===== config.mk =====
export PLATFORM = sky130hd
export DESIGN_NAME = layer_priority_compositor_unit
export DESIGN_NICKNAME = d
export VERILOG_FILES = /design/src/hdl/lpc_pkg.sv /design/src/hdl/lpc_lane.sv /design/src/hdl/lpc_merge.sv /design/src/hdl/lpc_blend.sv /design/src/hdl/layer_priority_compositor_unit.sv
export VERILOG_INCLUDE_DIRS = /design/src /design/src/hdl
export SDC_FILE = /design/constraint.sdc
export NUM_CORES = 2
export LEC_CHECK = 0
export ABC_AREA = 1
export ABC_CLOCK_PERIOD_IN_PS = 11430
export BUFFER_PORTS_ARGS = -buffer_cell sky130_fd_sc_hd__buf_2
export CORE_ASPECT_RATIO = 1.75
export CORE_UTILIZATION = 30
export DETAILED_ROUTE_END_ITERATION = 10
export PLACE_DENSITY = 0.55
export SYNTH_ARGS = -nofsm -noshare
export SYNTH_HDL_FRONTEND = slang
export SYNTH_HIERARCHICAL = 1
export SYNTH_SLANG_ARGS = --single-unit

===== constraint.sdc =====
create_clock -name clk -period 11.43 [get_ports clk]
set_input_delay 0.5715 -clock clk [delete_from_list [all_inputs] [get_ports clk]]
set_output_delay 0.5715 -clock clk [all_outputs]
set_load 0.01 [all_outputs]

===== src/hdl/layer_priority_compositor_unit_defines.svh =====
// Assertion macros for the layer priority compositor.
// Included by files that carry concurrent checks; no other dependencies.
`ifndef LAYER_PRIORITY_COMPOSITOR_UNIT_DEFINES_SVH
`define LAYER_PRIORITY_COMPOSITOR_UNIT_DEFINES_SVH
`ifndef SYNTHESIS
// same-cycle implication
`define LPC_ASSERT_NOW(label, clk, rst_n, ante, cons) \
	label: assert property (@(posedge clk) disable iff (!rst_n) (ante) |-> (cons)) \
	else $error("lpc check failed");
// next-cycle implication
`define LPC_ASSERT_NEXT(label, clk, rst_n, ante, cons) \
	label: assert property (@(posedge clk) disable iff (!rst_n) (ante) |=> (cons)) \
	else $error("lpc check failed");
`else
`define LPC_ASSERT_NOW(label, clk, rst_n, ante, cons)
`define LPC_ASSERT_NEXT(label, clk, rst_n, ante, cons)
`endif
`endif


===== src/hdl/lpc_pkg.sv =====
// Shared types, codes and arithmetic helpers of the layer priority compositor.
// No dependencies; used by all lpc_* modules and the top level.
package lpc_pkg;

	localparam int LAYER_COUNT_DEF = 6;
	localparam int MAX_LAYERS      = 6;
	localparam int LAYER_W         = 40;
	localparam int COLOR_W         = 32;
	localparam int CFG_IDX_W       = 1;
	localparam int CFG_DATA_W      = 2;

	// configuration register indexes
	localparam logic [CFG_IDX_W-1:0] CFG_BLEND_OP      = 1'd0;
	localparam logic [CFG_IDX_W-1:0] CFG_SPRITE_WINDOW = 1'd1;

	// blend modes (code 3 acts as top-alpha)
	localparam logic [1:0] BLEND_TOP    = 2'd0;
	localparam logic [1:0] BLEND_BOTTOM = 2'd1;
	localparam logic [1:0] BLEND_ADD    = 2'd2;

	// shadow kinds
	localparam logic [1:0] SHADOW_NORMAL = 2'd1;
	localparam logic [1:0] SHADOW_MSB    = 2'd2;

	// line screen selects
	localparam logic [1:0] LINE_NONE = 2'd0;
	localparam logic [1:0] LINE_1    = 2'd1;
	localparam logic [1:0] LINE_2    = 2'd2;
	localparam logic [1:0] LINE_3    = 2'd3;

	localparam logic [5:0]         ALPHA_OPAQUE = 6'h3F;
	localparam logic [COLOR_W-1:0] SHADE_PIXEL  = 32'h2000_0000;

	typedef struct packed {
		logic [COLOR_W-1:0] color;
		logic [2:0]         prio;
		logic [1:0]         line;
		logic [1:0]         kind;
		logic               shadow_en;
	} layer_t;

	// what the merge hands to the blend pipeline
	typedef struct packed {
		layer_t             top;
		logic [COLOR_W-1:0] line_color;
		logic [COLOR_W-1:0] bot_color;
		logic               bot_shadow;
	} sel_t;

	function automatic layer_t unpack_layer(input logic [LAYER_W-1:0] w);
		layer_t l;
		l.color     = w[31:0];
		l.prio      = w[34:32];
		l.line      = w[36:35];
		l.kind      = w[38:37];
		l.shadow_en = w[39];
		return l;
	endfunction

	// floor(n / 255), exact for n <= 255*255
	function automatic logic [7:0] div255(input logic [15:0] n);
		logic [16:0] s;
		s = {1'b0, n} + {9'd0, n[15:8]} + 17'd1;
		return s[15:8];
	endfunction

	function automatic logic [7:0] mix_ch(input logic [7:0] t, input logic [7:0] b,
		input logic [7:0] alpha);
		logic [7:0]  ra;
		logic [15:0] pt, pb;
		logic [8:0]  sum;
		ra  = 8'hFF - alpha;
		pt  = {8'd0, t} * {8'd0, alpha};
		pb  = {8'd0, b} * {8'd0, ra};
		sum = {1'b0, div255(pt)} + {1'b0, div255(pb)};
		return sum[7:0];
	endfunction

	function automatic logic is_trans(input logic [COLOR_W-1:0] p, input logic [1:0] mode);
		if (mode == BLEND_BOTTOM || mode == BLEND_ADD)
			return p[31];
		return p[29:24] != ALPHA_OPAQUE;
	endfunction

endpackage


===== src/hdl/lpc_lane.sv =====
// One priority lane: unpacks its layer word and ranks it against the others.
// Depends on lpc_pkg.
module lpc_lane #(
	parameter int LAYER_COUNT = lpc_pkg::LAYER_COUNT_DEF,
	parameter int LANE        = 0,
	localparam int RANK_W     = (LAYER_COUNT > 2) ? $clog2(LAYER_COUNT) : 1
) (
	input  logic [lpc_pkg::LAYER_W-1:0] layer_word,
	input  logic [2:0]                  prio_all [LAYER_COUNT],
	output lpc_pkg::layer_t             fields,
	output logic                        active,
	output logic [RANK_W-1:0]           rank
);

	assign fields = lpc_pkg::unpack_layer(layer_word);
	assign active = fields.prio != 3'd0;

	// lanes that win over this one: higher priority, or same priority and higher index
	always_comb begin
		rank = '0;
		for (int j = 0; j < LAYER_COUNT; j++) begin
			if (j != LANE && prio_all[j] != 3'd0 &&
				(prio_all[j] > fields.prio || (prio_all[j] == fields.prio && j > LANE)))
				rank = rank + RANK_W'(1);
		end
	end

endmodule


===== src/hdl/lpc_merge.sv =====
// Merge stage: picks the first and second ranked lanes, fills in the back color.
// Depends on lpc_pkg.
module lpc_merge #(
	parameter int LAYER_COUNT = lpc_pkg::LAYER_COUNT_DEF,
	localparam int RANK_W     = (LAYER_COUNT > 2) ? $clog2(LAYER_COUNT) : 1
) (
	input  lpc_pkg::layer_t              lane_fields [LAYER_COUNT],
	input  logic [LAYER_COUNT-1:0]       lane_active,
	input  logic [RANK_W-1:0]            lane_rank [LAYER_COUNT],
	input  logic [lpc_pkg::COLOR_W-1:0]  back_color,
	input  logic [lpc_pkg::COLOR_W-1:0]  line_color_1,
	input  logic [lpc_pkg::COLOR_W-1:0]  line_color_2,
	input  logic [lpc_pkg::COLOR_W-1:0]  line_color_3,
	output lpc_pkg::sel_t                sel
);

	lpc_pkg::layer_t top_acc, bot_acc;
	logic            top_found, bot_found;

	always_comb begin
		top_acc   = '0;
		bot_acc   = '0;
		top_found = 1'b0;
		bot_found = 1'b0;
		for (int i = 0; i < LAYER_COUNT; i++) begin
			if (lane_active[i] && lane_rank[i] == RANK_W'(0)) begin
				top_acc   = lpc_pkg::layer_t'(top_acc | lane_fields[i]);
				top_found = 1'b1;
			end
			if (lane_active[i] && lane_rank[i] == RANK_W'(1)) begin
				bot_acc   = lpc_pkg::layer_t'(bot_acc | lane_fields[i]);
				bot_found = 1'b1;
			end
		end

		sel.top        = top_acc;
		sel.bot_color  = bot_acc.color;
		sel.bot_shadow = bot_acc.shadow_en;
		if (!top_found) begin
			// nothing on screen: back color on top, empty word below
			sel.top       = '0;
			sel.top.color = back_color;
		end else if (!bot_found) begin
			sel.bot_color  = back_color;
			sel.bot_shadow = 1'b0;
		end

		case (sel.top.line)
			lpc_pkg::LINE_1: sel.line_color = line_color_1;
			lpc_pkg::LINE_2: sel.line_color = line_color_2;
			lpc_pkg::LINE_3: sel.line_color = line_color_3;
			default:         sel.line_color = '0;
		endcase
	end

endmodule


===== src/hdl/lpc_blend.sv =====
// Color blend unit: top-alpha, bottom-alpha or saturating add of two pixels.
// Depends on lpc_pkg.
module lpc_blend (
	input  logic [lpc_pkg::COLOR_W-1:0] top_color,
	input  logic [lpc_pkg::COLOR_W-1:0] bot_color,
	input  logic [1:0]                  blend_op,
	input  logic                        force_top,
	output logic [lpc_pkg::COLOR_W-1:0] mix_color
);

	logic [7:0]                  alpha;
	logic [5:0]                  out_a;
	logic [7:0]                  mix_r, mix_g, mix_b;
	logic [8:0]                  sum_r, sum_g, sum_b;
	logic [lpc_pkg::COLOR_W-1:0] mixed, added;

	always_comb begin
		if (!force_top && blend_op == lpc_pkg::BLEND_BOTTOM) begin
			alpha = {bot_color[29:24], 2'b11};
			out_a = top_color[29:24];
		end else begin
			alpha = {top_color[29:24], 2'b11};
			out_a = lpc_pkg::ALPHA_OPAQUE;
		end
	end

	assign mix_r = lpc_pkg::mix_ch(top_color[23:16], bot_color[23:16], alpha);
	assign mix_g = lpc_pkg::mix_ch(top_color[15:8], bot_color[15:8], alpha);
	assign mix_b = lpc_pkg::mix_ch(top_color[7:0], bot_color[7:0], alpha);
	assign mixed = {2'b00, out_a, mix_r, mix_g, mix_b};

	assign sum_r = {1'b0, top_color[23:16]} + {1'b0, bot_color[23:16]};
	assign sum_g = {1'b0, top_color[15:8]} + {1'b0, bot_color[15:8]};
	assign sum_b = {1'b0, top_color[7:0]} + {1'b0, bot_color[7:0]};
	assign added = {2'b00, lpc_pkg::ALPHA_OPAQUE,
		sum_r[8] ? 8'hFF : sum_r[7:0],
		sum_g[8] ? 8'hFF : sum_g[7:0],
		sum_b[8] ? 8'hFF : sum_b[7:0]};

	always_comb begin
		if (force_top) begin
			mix_color = mixed;
		end else begin
			case (blend_op)
				lpc_pkg::BLEND_BOTTOM: mix_color = top_color[31] ? mixed : top_color;
				lpc_pkg::BLEND_ADD:    mix_color = added;
				default:               mix_color = mixed;
			endcase
		end
	end

endmodule


===== src/hdl/layer_priority_compositor_unit.sv =====
// Layer priority compositor, top level. Uses lpc_pkg, lpc_lane, lpc_merge, lpc_blend.
// Each input beat passes, registered, through the select, line blend, rule blend and shade stages.
// Throughput: one beat per cycle when out_ready allows; each of the four stages holds its own valid and
// advances whenever the stage after it is empty or moving, so bubbles fill under stall.
// Reset (arst_n low, asynchronous): stage valids cleared, blend op and
// sprite window registers return to 0.
`include "layer_priority_compositor_unit_defines.svh"
module layer_priority_compositor_unit #(
	parameter int LAYER_COUNT = lpc_pkg::LAYER_COUNT_DEF,
	localparam int RANK_W     = (LAYER_COUNT > 2) ? $clog2(LAYER_COUNT) : 1
) (
	input  logic                          clk,
	input  logic                          arst_n,
	// configuration write port
	input  logic                          cfg_wr_en,
	input  logic [lpc_pkg::CFG_IDX_W-1:0] cfg_index,
	input  logic [lpc_pkg::CFG_DATA_W-1:0] cfg_data,
	// input channel
	input  logic                          in_valid,
	output logic                          in_ready,
	input  logic [lpc_pkg::LAYER_W-1:0]   layer_0,
	input  logic [lpc_pkg::LAYER_W-1:0]   layer_1,
	input  logic [lpc_pkg::LAYER_W-1:0]   layer_2,
	input  logic [lpc_pkg::LAYER_W-1:0]   layer_3,
	input  logic [lpc_pkg::LAYER_W-1:0]   layer_4,
	input  logic [lpc_pkg::LAYER_W-1:0]   layer_5,
	input  logic [lpc_pkg::COLOR_W-1:0]   back_color,
	input  logic [lpc_pkg::COLOR_W-1:0]   line_color_1,
	input  logic [lpc_pkg::COLOR_W-1:0]   line_color_2,
	input  logic [lpc_pkg::COLOR_W-1:0]   line_color_3,
	// output channel
	output logic                          out_valid,
	input  logic                          out_ready,
	output logic [lpc_pkg::COLOR_W-1:0]   display_color
);

	// ---------------------------------------------------------------
	// configuration registers
	// ---------------------------------------------------------------
	logic [1:0] blend_op_q;
	logic       sprite_window_on_q;

	always_ff @(posedge clk or negedge arst_n) begin
		if (!arst_n) begin
			blend_op_q         <= lpc_pkg::BLEND_TOP;
			sprite_window_on_q <= 1'b0;
		end else if (cfg_wr_en) begin
			case (cfg_index)
				lpc_pkg::CFG_BLEND_OP:      blend_op_q         <= cfg_data[1:0];
				lpc_pkg::CFG_SPRITE_WINDOW: sprite_window_on_q <= cfg_data[0];
				default: ;
			endcase
		end
	end

	// ---------------------------------------------------------------
	// stage flow control: a stage loads when it is empty or its
	// successor takes its beat this cycle
	// ---------------------------------------------------------------
	logic valid_s1, valid_s2, valid_s3, valid_s4;
	logic en_s1, en_s2, en_s3, en_s4;

	assign en_s4    = !valid_s4 || out_ready;
	assign en_s3    = !valid_s3 || en_s4;
	assign en_s2    = !valid_s2 || en_s3;
	assign en_s1    = !valid_s1 || en_s2;
	assign in_ready = en_s1;

	always_ff @(posedge clk or negedge arst_n) begin
		if (!arst_n) begin
			valid_s1 <= 1'b0;
			valid_s2 <= 1'b0;
			valid_s3 <= 1'b0;
			valid_s4 <= 1'b0;
		end else begin
			if (en_s1) valid_s1 <= in_valid;
			if (en_s2) valid_s2 <= valid_s1;
			if (en_s3) valid_s3 <= valid_s2;
			if (en_s4) valid_s4 <= valid_s3;
		end
	end

	// ---------------------------------------------------------------
	// stage 1: priority lanes and merge
	// ---------------------------------------------------------------
	logic [lpc_pkg::LAYER_W-1:0] layer_word [lpc_pkg::MAX_LAYERS];
	lpc_pkg::layer_t             lane_fields [LAYER_COUNT];
	logic [LAYER_COUNT-1:0]      lane_active;
	logic [RANK_W-1:0]           lane_rank [LAYER_COUNT];
	logic [2:0]                  prio_all [LAYER_COUNT];
	lpc_pkg::sel_t               sel;

	assign layer_word[0] = layer_0;
	assign layer_word[1] = layer_1;
	assign layer_word[2] = layer_2;
	assign layer_word[3] = layer_3;
	assign layer_word[4] = layer_4;
	assign layer_word[5] = layer_5;

	// lanes above LAYER_COUNT are not built, so their words drop out
	for (genvar i = 0; i < LAYER_COUNT; i++) begin : g_lane
		assign prio_all[i] = lane_fields[i].prio;

		lpc_lane #(
			.LAYER_COUNT (LAYER_COUNT),
			.LANE        (i)
		) u_lane (
			.layer_word (layer_word[i]),
			.prio_all   (prio_all),
			.fields     (lane_fields[i]),
			.active     (lane_active[i]),
			.rank       (lane_rank[i])
		);
	end

	lpc_merge #(
		.LAYER_COUNT (LAYER_COUNT)
	) u_merge (
		.lane_fields  (lane_fields),
		.lane_active  (lane_active),
		.lane_rank    (lane_rank),
		.back_color   (back_color),
		.line_color_1 (line_color_1),
		.line_color_2 (line_color_2),
		.line_color_3 (line_color_3),
		.sel          (sel)
	);

	logic [lpc_pkg::COLOR_W-1:0] top_color_s1, line_col_s1, bot_color_s1;
	logic [1:0]                  top_line_s1, top_kind_s1;
	logic                        bot_shadow_s1;

	always_ff @(posedge clk) begin
		if (en_s1 && in_valid) begin
			top_color_s1  <= sel.top.color;
			top_line_s1   <= sel.top.line;
			top_kind_s1   <= sel.top.kind;
			line_col_s1   <= sel.line_color;
			bot_color_s1  <= sel.bot_color;
			bot_shadow_s1 <= sel.bot_shadow;
		end
	end

	// ---------------------------------------------------------------
	// stage 2: blend top pixel with its line screen color
	// ---------------------------------------------------------------
	logic [lpc_pkg::COLOR_W-1:0] line_mix;
	logic [lpc_pkg::COLOR_W-1:0] res_s2, bot_color_s2;
	logic [1:0]                  kind_s2;
	logic                        bot_shadow_s2;

	lpc_blend u_blend_line (
		.top_color  (top_color_s1),
		.bot_color  (line_col_s1),
		.blend_op   (blend_op_q),
		.force_top  (1'b0),
		.mix_color  (line_mix)
	);

	always_ff @(posedge clk) begin
		if (en_s2 && valid_s1) begin
			res_s2        <= (top_line_s1 != lpc_pkg::LINE_NONE) ? line_mix : top_color_s1;
			kind_s2       <= top_kind_s1;
			bot_color_s2  <= bot_color_s1;
			bot_shadow_s2 <= bot_shadow_s1;
		end
	end

	// ---------------------------------------------------------------
	// stage 3: shadow / translucency rules against the second pixel
	//   - normal shadow, or MSB shadow with black RGB: show the second
	//     pixel, darkened when its shadow enable is set
	//   - otherwise blend over the second pixel when translucent
	//   - MSB shadow with RGB: may be darkened again in stage 4
	// ---------------------------------------------------------------
	logic                        is_msb, rgb_zero, take_bot, do_blend;
	logic [lpc_pkg::COLOR_W-1:0] rule_top, rule_mix;
	logic [lpc_pkg::COLOR_W-1:0] res_s3;
	logic                        shade_s3;

	assign is_msb   = kind_s2 == lpc_pkg::SHADOW_MSB;
	assign rgb_zero = res_s2[23:0] == 24'd0;
	assign take_bot = (kind_s2 == lpc_pkg::SHADOW_NORMAL) || (is_msb && rgb_zero);
	assign rule_top = take_bot ? lpc_pkg::SHADE_PIXEL : res_s2;
	assign do_blend = take_bot ? bot_shadow_s2 : lpc_pkg::is_trans(res_s2, blend_op_q);

	lpc_blend u_blend_rule (
		.top_color  (rule_top),
		.bot_color  (bot_color_s2),
		.blend_op   (blend_op_q),
		.force_top  (take_bot),
		.mix_color  (rule_mix)
	);

	always_ff @(posedge clk) begin
		if (en_s3 && valid_s2) begin
			res_s3   <= do_blend ? rule_mix : (take_bot ? bot_color_s2 : res_s2);
			shade_s3 <= is_msb && !rgb_zero && !sprite_window_on_q;
		end
	end

	// ---------------------------------------------------------------
	// stage 4: sprite self-shadow darkening, alpha expand, output beat
	// ---------------------------------------------------------------
	logic [lpc_pkg::COLOR_W-1:0] shade_mix, final_px;
	logic [lpc_pkg::COLOR_W-1:0] display_color_s4;

	lpc_blend u_blend_shade (
		.top_color  (lpc_pkg::SHADE_PIXEL),
		.bot_color  (res_s3),
		.blend_op   (blend_op_q),
		.force_top  (1'b1),
		.mix_color  (shade_mix)
	);

	assign final_px = shade_s3 ? shade_mix : res_s3;

	always_ff @(posedge clk) begin
		if (en_s4 && valid_s3) begin
			// 6-bit alpha to 8 bits as (a << 2) + 3; an all-zero pixel stays zero
			display_color_s4 <= (final_px == '0) ? '0 :
				{final_px[29:24], 2'b11, final_px[23:0]};
		end
	end

	assign out_valid     = valid_s4;
	assign display_color = display_color_s4;

	// ---------------------------------------------------------------
	// checks
	// ---------------------------------------------------------------
	`LPC_ASSERT_NOW(a_stall_blocks_input, clk, arst_n, valid_s1 && !en_s2, !in_ready)
	`LPC_ASSERT_NEXT(a_accept_fills_s1, clk, arst_n, in_valid && in_ready, valid_s1)
	`LPC_ASSERT_NEXT(a_s3_moves_to_out, clk, arst_n, valid_s3 && en_s4, out_valid)
	`LPC_ASSERT_NOW(a_alpha_expanded, clk, arst_n, out_valid,
		display_color == 32'd0 || display_color[25:24] == 2'b11)

endmodule

; ---- Yosys cells after proc, flatten, opt, wreduce, memory -nomap -nowiden
; Index checks and enable logic that the tools add are counted.
[word_totals]
ff_bits = 238
latch_bits = 0
mem_bits_rw = 0
rom_bits = 0
input_bits = 376
output_inout_bits = 34
elab_cells = 351
mem_count = 0
[op_classes]
add_sub_neg = 68
mul = 15
div = 0
n_lt_le_gt_ge = 30
n_eq_ne = 29
shift = 0
muxes = 83
bitwise = 11
reduce_logical = 95
[ops]
columns = cell, count
row1 = 2-to-1 mux 40 bit, 13
row2 = bitwise OR 40 bit, 10
row3 = adder 16 x 1 -> 16 bit (second input constant), 15
row4 = adder 16 x 8 -> 16 bit, 15
row5 = multiplier 8 x 8 -> 16 bit, 12
row6 = 2-to-1 mux 32 bit, 6
row7 = one-hot mux 32 bit (2 select lines), 2
row8 = greater-than comparator 3 bit, 30
row9 = one-hot mux 30 bit (3 select lines), 1
row10 = adder 3 x 1 -> 3 bit (second input constant), 24
row11 = 2-to-1 mux 3 bit, 24
row12 = 2-to-1 mux 33 bit, 2
row13 = 2-to-1 mux 8 bit, 8
row14 = 2-to-1 mux 31 bit, 2
row15 = adder 8 x 8 -> 9 bit, 6
row16 = logical AND 1 bit, 50
row17 = adder 8 bit, 6
row18 = == test 3 bit, 15
row19 = multiplier 8 x 5 -> 13 bit (second input constant), 3
row20 = zero test 32 bit, 1
row21 = 2-to-1 mux 26 bit, 1
row22 = zero test 24 bit, 1
row23 = 2-to-1 mux 1 bit, 22
row24 = logical OR 1 bit, 21
row25 = 12 further kinds, 41

; ---- Depth between registers and ports, before layout
[logic_depth]
ltp_word = 28
ltp_mapped = 60
depth_no_buf = 59

; ---- Modules after synthesis
; The synthesis kept the hierarchy.
[modules_own_cells]
columns = mod, n_inst, cells_each, area_each_um2, seq_area_each_um2
row1 = lpc_blend at u_blend_line, 1, 2340, 15625.0, 0.0
row2 = lpc_blend at u_blend_shade, 1, 2311, 15576.2, 0.0
row3 = lpc_blend at u_blend_rule, 1, 2260, 15472.3, 0.0
row4 = layer_priority_compositor_unit, 1, 706, 9397.8, 7141.8
row5 = lpc_merge, 1, 960, 4489.3, 0.0
row6 = lpc_lane at g_lane[5].u_lane, 1, 157, 980.9, 0.0
row7 = lpc_lane at g_lane[4].u_lane, 1, 155, 978.4, 0.0
row8 = lpc_lane at g_lane[3].u_lane, 1, 150, 957.2, 0.0
row9 = lpc_lane at g_lane[2].u_lane, 1, 150, 934.6, 0.0
row10 = lpc_lane at g_lane[1].u_lane, 1, 148, 932.1, 0.0
row11 = lpc_lane at g_lane[0].u_lane, 1, 145, 922.1, 0.0

; ---- Worst setup path before layout
; Ideal clock, no wire load.
[synth_path]
path_type = register to register
from = register res_s2[14] (netlist bit)
to = register res_s3[15] (netlist bit), data pin
setup_time_ps = 252
t_arrival_ps = 8073
required_ps = 11178
path_slack_ps = 3105
stages_incl_launch_ff = 49
path_buffers = 3
period_less_slack_ps = 8325
path_cell_list = edfxtp_1 nor2_1 nand2_1 nor2_2 nand4_4 nand2_4 buf_2 nor2_1 clkinv_1 clkbuf_1 o21ai_2 inv_1 clkbuf_1 nor2_1 fa_1 fa_1 fa_1 inv_1 [... 13 more ...] o21ai_0 inv_1 a21o_1 nand3_1 xor2_1 ha_1 a21o_1 a31oi_1 nor3_1 nor2_1 xnor2_1 inv_1 nand3_1 nand3_1 nand3_1 nand2_1 nand3_1 nand2_1
[synth_via]
elab_chain_len = 15
elab_cells_between_ends = 23
classes_between = add/sub (7) / mul (2) / mux (9) / reduce/logical (5)
[synth_rtl]
columns = element, line
row1 = from (decl), layer_priority_compositor_unit.sv:148  ; logic [lpc_pkg::COLOR_W-1:0] res_s2, bot_color_s2;
row2 = from (signal assigned), layer_priority_compositor_unit.sv:162  ; res_s2 <= (top_line_s1 != lpc_pkg::LINE_NONE) ? line_mix : top_color_s1;
row3 = zero test 24 bit (*), layer_priority_compositor_unit.sv:182  ; assign rgb_zero = res_s2[23:0] == 24'd0;
row4 = logical AND 1 bit (*), layer_priority_compositor_unit.sv:183  ; assign take_bot = (kind_s2 == lpc_pkg::SHADOW_NORMAL) || (is_msb && rgb_zero);
row5 = logical OR 1 bit (*), layer_priority_compositor_unit.sv:183
row6 = net take_bot, layer_priority_compositor_unit.sv:176  ; logic is_msb, rgb_zero, take_bot, do_blend;
row7 = zero test 1 bit, lpc_blend.sv:18  ; if (!force_top && blend_op == lpc_pkg::BLEND_BOTTOM) begin
row8 = logical AND 1 bit, lpc_blend.sv:18
row9 = 2-to-1 mux 8 bit, lpc_blend.sv:18
row10 = subtractor 8 bit, lpc_pkg.sv:72  ; ra = 8'hFF - alpha;
row11 = multiplier 8 x 8 -> 16 bit, lpc_pkg.sv:74  ; pb = {8'd0, b} * {8'd0, ra};
row12 = adder 16 x 8 -> 16 bit, lpc_pkg.sv:63  ; s = {1'b0, n} + {9'd0, n[15:8]} + 17'd1;
row13 = adder 16 x 1 -> 16 bit, lpc_pkg.sv:63
row14 = adder 8 bit, lpc_pkg.sv:75  ; sum = {1'b0, div255(pt)} + {1'b0, div255(pb)};
row15 = 2-to-1 mux 31 bit, lpc_blend.sv:45  ; lpc_pkg::BLEND_BOTTOM: mix_color = top_color[31] ? mixed : top_color;
row16 = one-hot mux 32 bit (2 select lines), lpc_blend.sv:44  ; case (blend_op)
row17 = 2-to-1 mux 32 bit (*), lpc_blend.sv:41  ; if (force_top) begin
row18 = net rule_mix (one bit), layer_priority_compositor_unit.sv:177  ; logic [lpc_pkg::COLOR_W-1:0] rule_top, rule_mix;
row19 = 2-to-1 mux 32 bit (*), layer_priority_compositor_unit.sv:197  ; res_s3 <= do_blend ? rule_mix : (take_bot ? bot_color_s2 : res_s2);
row20 = to (signal assigned), layer_priority_compositor_unit.sv:197
row21 = to (decl), layer_priority_compositor_unit.sv:178  ; logic [lpc_pkg::COLOR_W-1:0] res_s3;
; The timed path passes the listed nets; every way through them passes the cells marked *.
; A chain may end at the register's enable or synchronous reset.

; ---- Worst setup path in the final report
[layout_path]
from = register kind_s2[0]
to = register res_s3[7] (netlist bit), data pin
[layout_via]
elab_cells_between_ends = 24
classes_between = add/sub (7) / mul (2) / eq/ne (2) / mux (9) / reduce/logical (4)
[layout_lines]
columns = element, line
row1 = from (decl), layer_priority_compositor_unit.sv:149  ; logic [1:0] kind_s2;
row2 = from (signal assigned), layer_priority_compositor_unit.sv:163  ; kind_s2 <= top_kind_s1;
row3 = == test 2 bit, layer_priority_compositor_unit.sv:181  ; assign is_msb = kind_s2 == lpc_pkg::SHADOW_MSB;
row4 = logical AND 1 bit, layer_priority_compositor_unit.sv:183
row5 = logical OR 1 bit (*), layer_priority_compositor_unit.sv:183
row6 = 2-to-1 mux 32 bit (*), layer_priority_compositor_unit.sv:184  ; assign rule_top = take_bot ? lpc_pkg::SHADE_PIXEL : res_s2;
row7 = net rule_top (one bit), layer_priority_compositor_unit.sv:177
row8 = 2-to-1 mux 8 bit (*), lpc_blend.sv:18
row9 = subtractor 8 bit, lpc_pkg.sv:72
row10 = multiplier 8 x 8 -> 16 bit, lpc_pkg.sv:74
row11 = adder 16 x 8 -> 16 bit, lpc_pkg.sv:63
row12 = adder 16 x 1 -> 16 bit, lpc_pkg.sv:63
row13 = adder 8 bit (*), lpc_pkg.sv:75
row14 = 2-to-1 mux 31 bit, lpc_blend.sv:45
row15 = one-hot mux 32 bit (2 select lines), lpc_blend.sv:44
row16 = 2-to-1 mux 32 bit (*), lpc_blend.sv:41
row17 = net rule_mix (one bit), layer_priority_compositor_unit.sv:177
row18 = 2-to-1 mux 32 bit (*), layer_priority_compositor_unit.sv:197
; Marked as above.

==> results.ini <==
[run_status]
status = finished with violations
violations = slew limit

[critical_path]
cp-start-kind = flop
critPathLaunch = kind_s2[0]
cp_top_family = simple AND/OR/NAND/NOR gates
slowest_stage = inv_1
rr_worst_depth = 45
ff2ff_setup_slack_ps = 1240
worst_ep_required_time_ps = 11810
cp_num_cells = 45
worstSetupPathType = flop to flop
worst_path_most_repeated_cell = nand2_1
cp_num_buf_inv = 5
cp_max_fo = 35
crit_end = res_s3[7]
worstPathArrival_ps = 10580
worstSetupEndpointType = flop
max_stage_delay_ps = 570
rr_endpoint = res_s3[7]
r2r-start = kind_s2[0]

[yosys]
avgSynthCellArea_um2 = 6.99
yosysWarningCount = 6
synth_area_um2 = 66000
synth_cells = 9441

[worst_hold_path]
hold_path_depth = 2
hp-class = input pin to flop

[die]
die_height_um = 623
ioPinCount = 410
dieArea_um2 = 222000
die_width_um = 357
coreArea_um2 = 219000
initial_core_util_pct = 30.2
rows = 227

[timing]
period_minus_slack_ps = 10190
worstMarginPinSlew_ps = 2950
rsz0062_at_grt = false
min_period_over_period_pct = 89.2
fin_skew_ps = 22.5
final-max-slew-violation-count = 164
setup_viol = 0
fmax_mhz = 98.1
hold_viol_final = 0
relSlewSlack_pct = -98.0
fin_hold_ws_ps = 153
tns_ps = 0

[final_layout]
nFillCells = 23800
drive_above_1_share_pct = 7.77
fin_cells = 12500
area_delta_synth_final_pct = 7.54
num-nets-final = 11500

[route]
drc_errors = 0
post_drt_wl_per_cell_um = 18.2
first_iter_violations = 3196
wl_mm = 229
dr.pass1.iters = 6
routed_via_density = 4.94
drtAntennaViolNets = 0
dr_total_vias = 62000

[global_routing]
antenna_found_initial = 25
grt_pass1_wl_mm = 350
grt_pass1_vias = 64000
overflow = 0
grt_max_degree = 68
grt_usage_pct = 20.3

[clock_tree]
clock-sinks = 237
cts-root-buf = clkbuf_16
cts_buffers = 31
clkLatencyLatePin_ps = 640
cts_tree = yes
path_clk_slew_ps = 60
cts_htree_levels = 1
postCtsResizedCells = 0
hold_buffers = 1
cts_setup_buffers = 0
cts_buffer_depth = 3

[run]
cap_violations = 0

[placement]
place_inst = 12500
dp_hpwl_mm = 195
place.port_buffers = 403
gp_congestion = 0.953

## registers in the layout, summed over array words and instances, names as in the netlist, 2 cells and up
name and cells:
bot_color_s1 32, bot_color_s2 32, res_s2 32, res_s3 32, top_color_s1 32, display_color 31, line_col_s1 30, blend_op_q 2
kind_s2 2, top_kind_s1 2, top_line_s1 2
## layout make-up
class | count | area [µm²] | area share (%)
Antenna cell | 17 | 42.5 | 0.0599
Timing Repair Buffer | 465 | 2480 | 3.50
Multi-Input combinational cell | 7137 | 50100 | 70.6
Clock buffer | 33 | 783 | 1.10
Inverter | 1774 | 6660 | 9.38
Tap cell | 2862 | 3580 | 5.04
Clock inverter | 22 | 236 | 0.333
Sequential cell | 237 | 7080 | 9.97
## how the worst min path moves through the flow
| stage | start | to | slack, ps |
|---|---|---|---|
| 3_5_place_dp | arst_n | out_valid | 410 |
| 5_1_grt | cfg_wr_en | sprite_window_on_q | 160 |
| 3_3_place_gp | bot_color_s1[14] | bot_color_s2[14] | 400 |
| 4_1_cts | cfg_wr_en | sprite_window_on_q | 130 |
| 2_1_floorplan | arst_n | blend_op_q[0] | 280 |
| 6_report | cfg_wr_en | sprite_window_on_q | 150 |
## layer usage
metal | global-route usage, % | routed length [µm] | vias up
met3 | 2.15 | 9500 | 686
met5 | 0 | 41 | -
met1 | 19.3 | 78300 | 29300
li1 | - | - | 30100
met4 | 14.9 | 19200 | 8
met2 | 39.4 | 122000 | 1913
## metrics by stage
step	setup WS (ps)	utilization, %	cell area (µm²)
after CTS	1150	32.4	71000
after detailed placement	1170	32.0	69900
final	1240	32.5	71000
after global routing	485	32.5	71000
after floorplan	3100	-	66600
after global placement	1070	32.0	69900
## cells in the final DEF, fill, tap and decap left out, types with 23 or more instances in the layout
| cell type | instances |
|---|---|
| buf_2 | 403 |
| nor3_1 | 53 |
| nor2_1 | 1104 |
| clkbuf_16 | 31 |
| o21ai_0 | 369 |
| nand4_1 | 113 |
| o21ai_1 | 54 |
| o22ai_1 | 37 |
| nand2_1 | 1923 |
| ha_1 | 957 |
| nand2_2 | 63 |
| nor2_2 | 28 |
| edfxtp_1 | 230 |
| nand3b_1 | 40 |
| fa_1 | 567 |
| o211ai_1 | 23 |
| xnor2_1 | 58 |
| inv_1 | 1747 |
| a31oi_1 | 30 |
| nand3_1 | 644 |
| a21oi_1 | 398 |
| xor2_1 | 208 |
| mux2_2 | 37 |
| o21bai_1 | 38 |
| buf_4 | 61 |
| conb_1 | 152 |
## worst reg2reg max path, delay by kind of cell (launching register included)
family                   cells  cell delay, ps
AND/OR/NAND/NOR             23            3430
adder cells (fa/ha/maj)      7            2750
buffers and inverters        5            1320
AO/OA/AOI/OAI                8            1260
XOR/XNOR                     2             810
flip-flops                   1             380
Power is left out: the tool's default activity adds up to more than one toggle a clock period on the data nets, which glitch-free logic cannot reach.
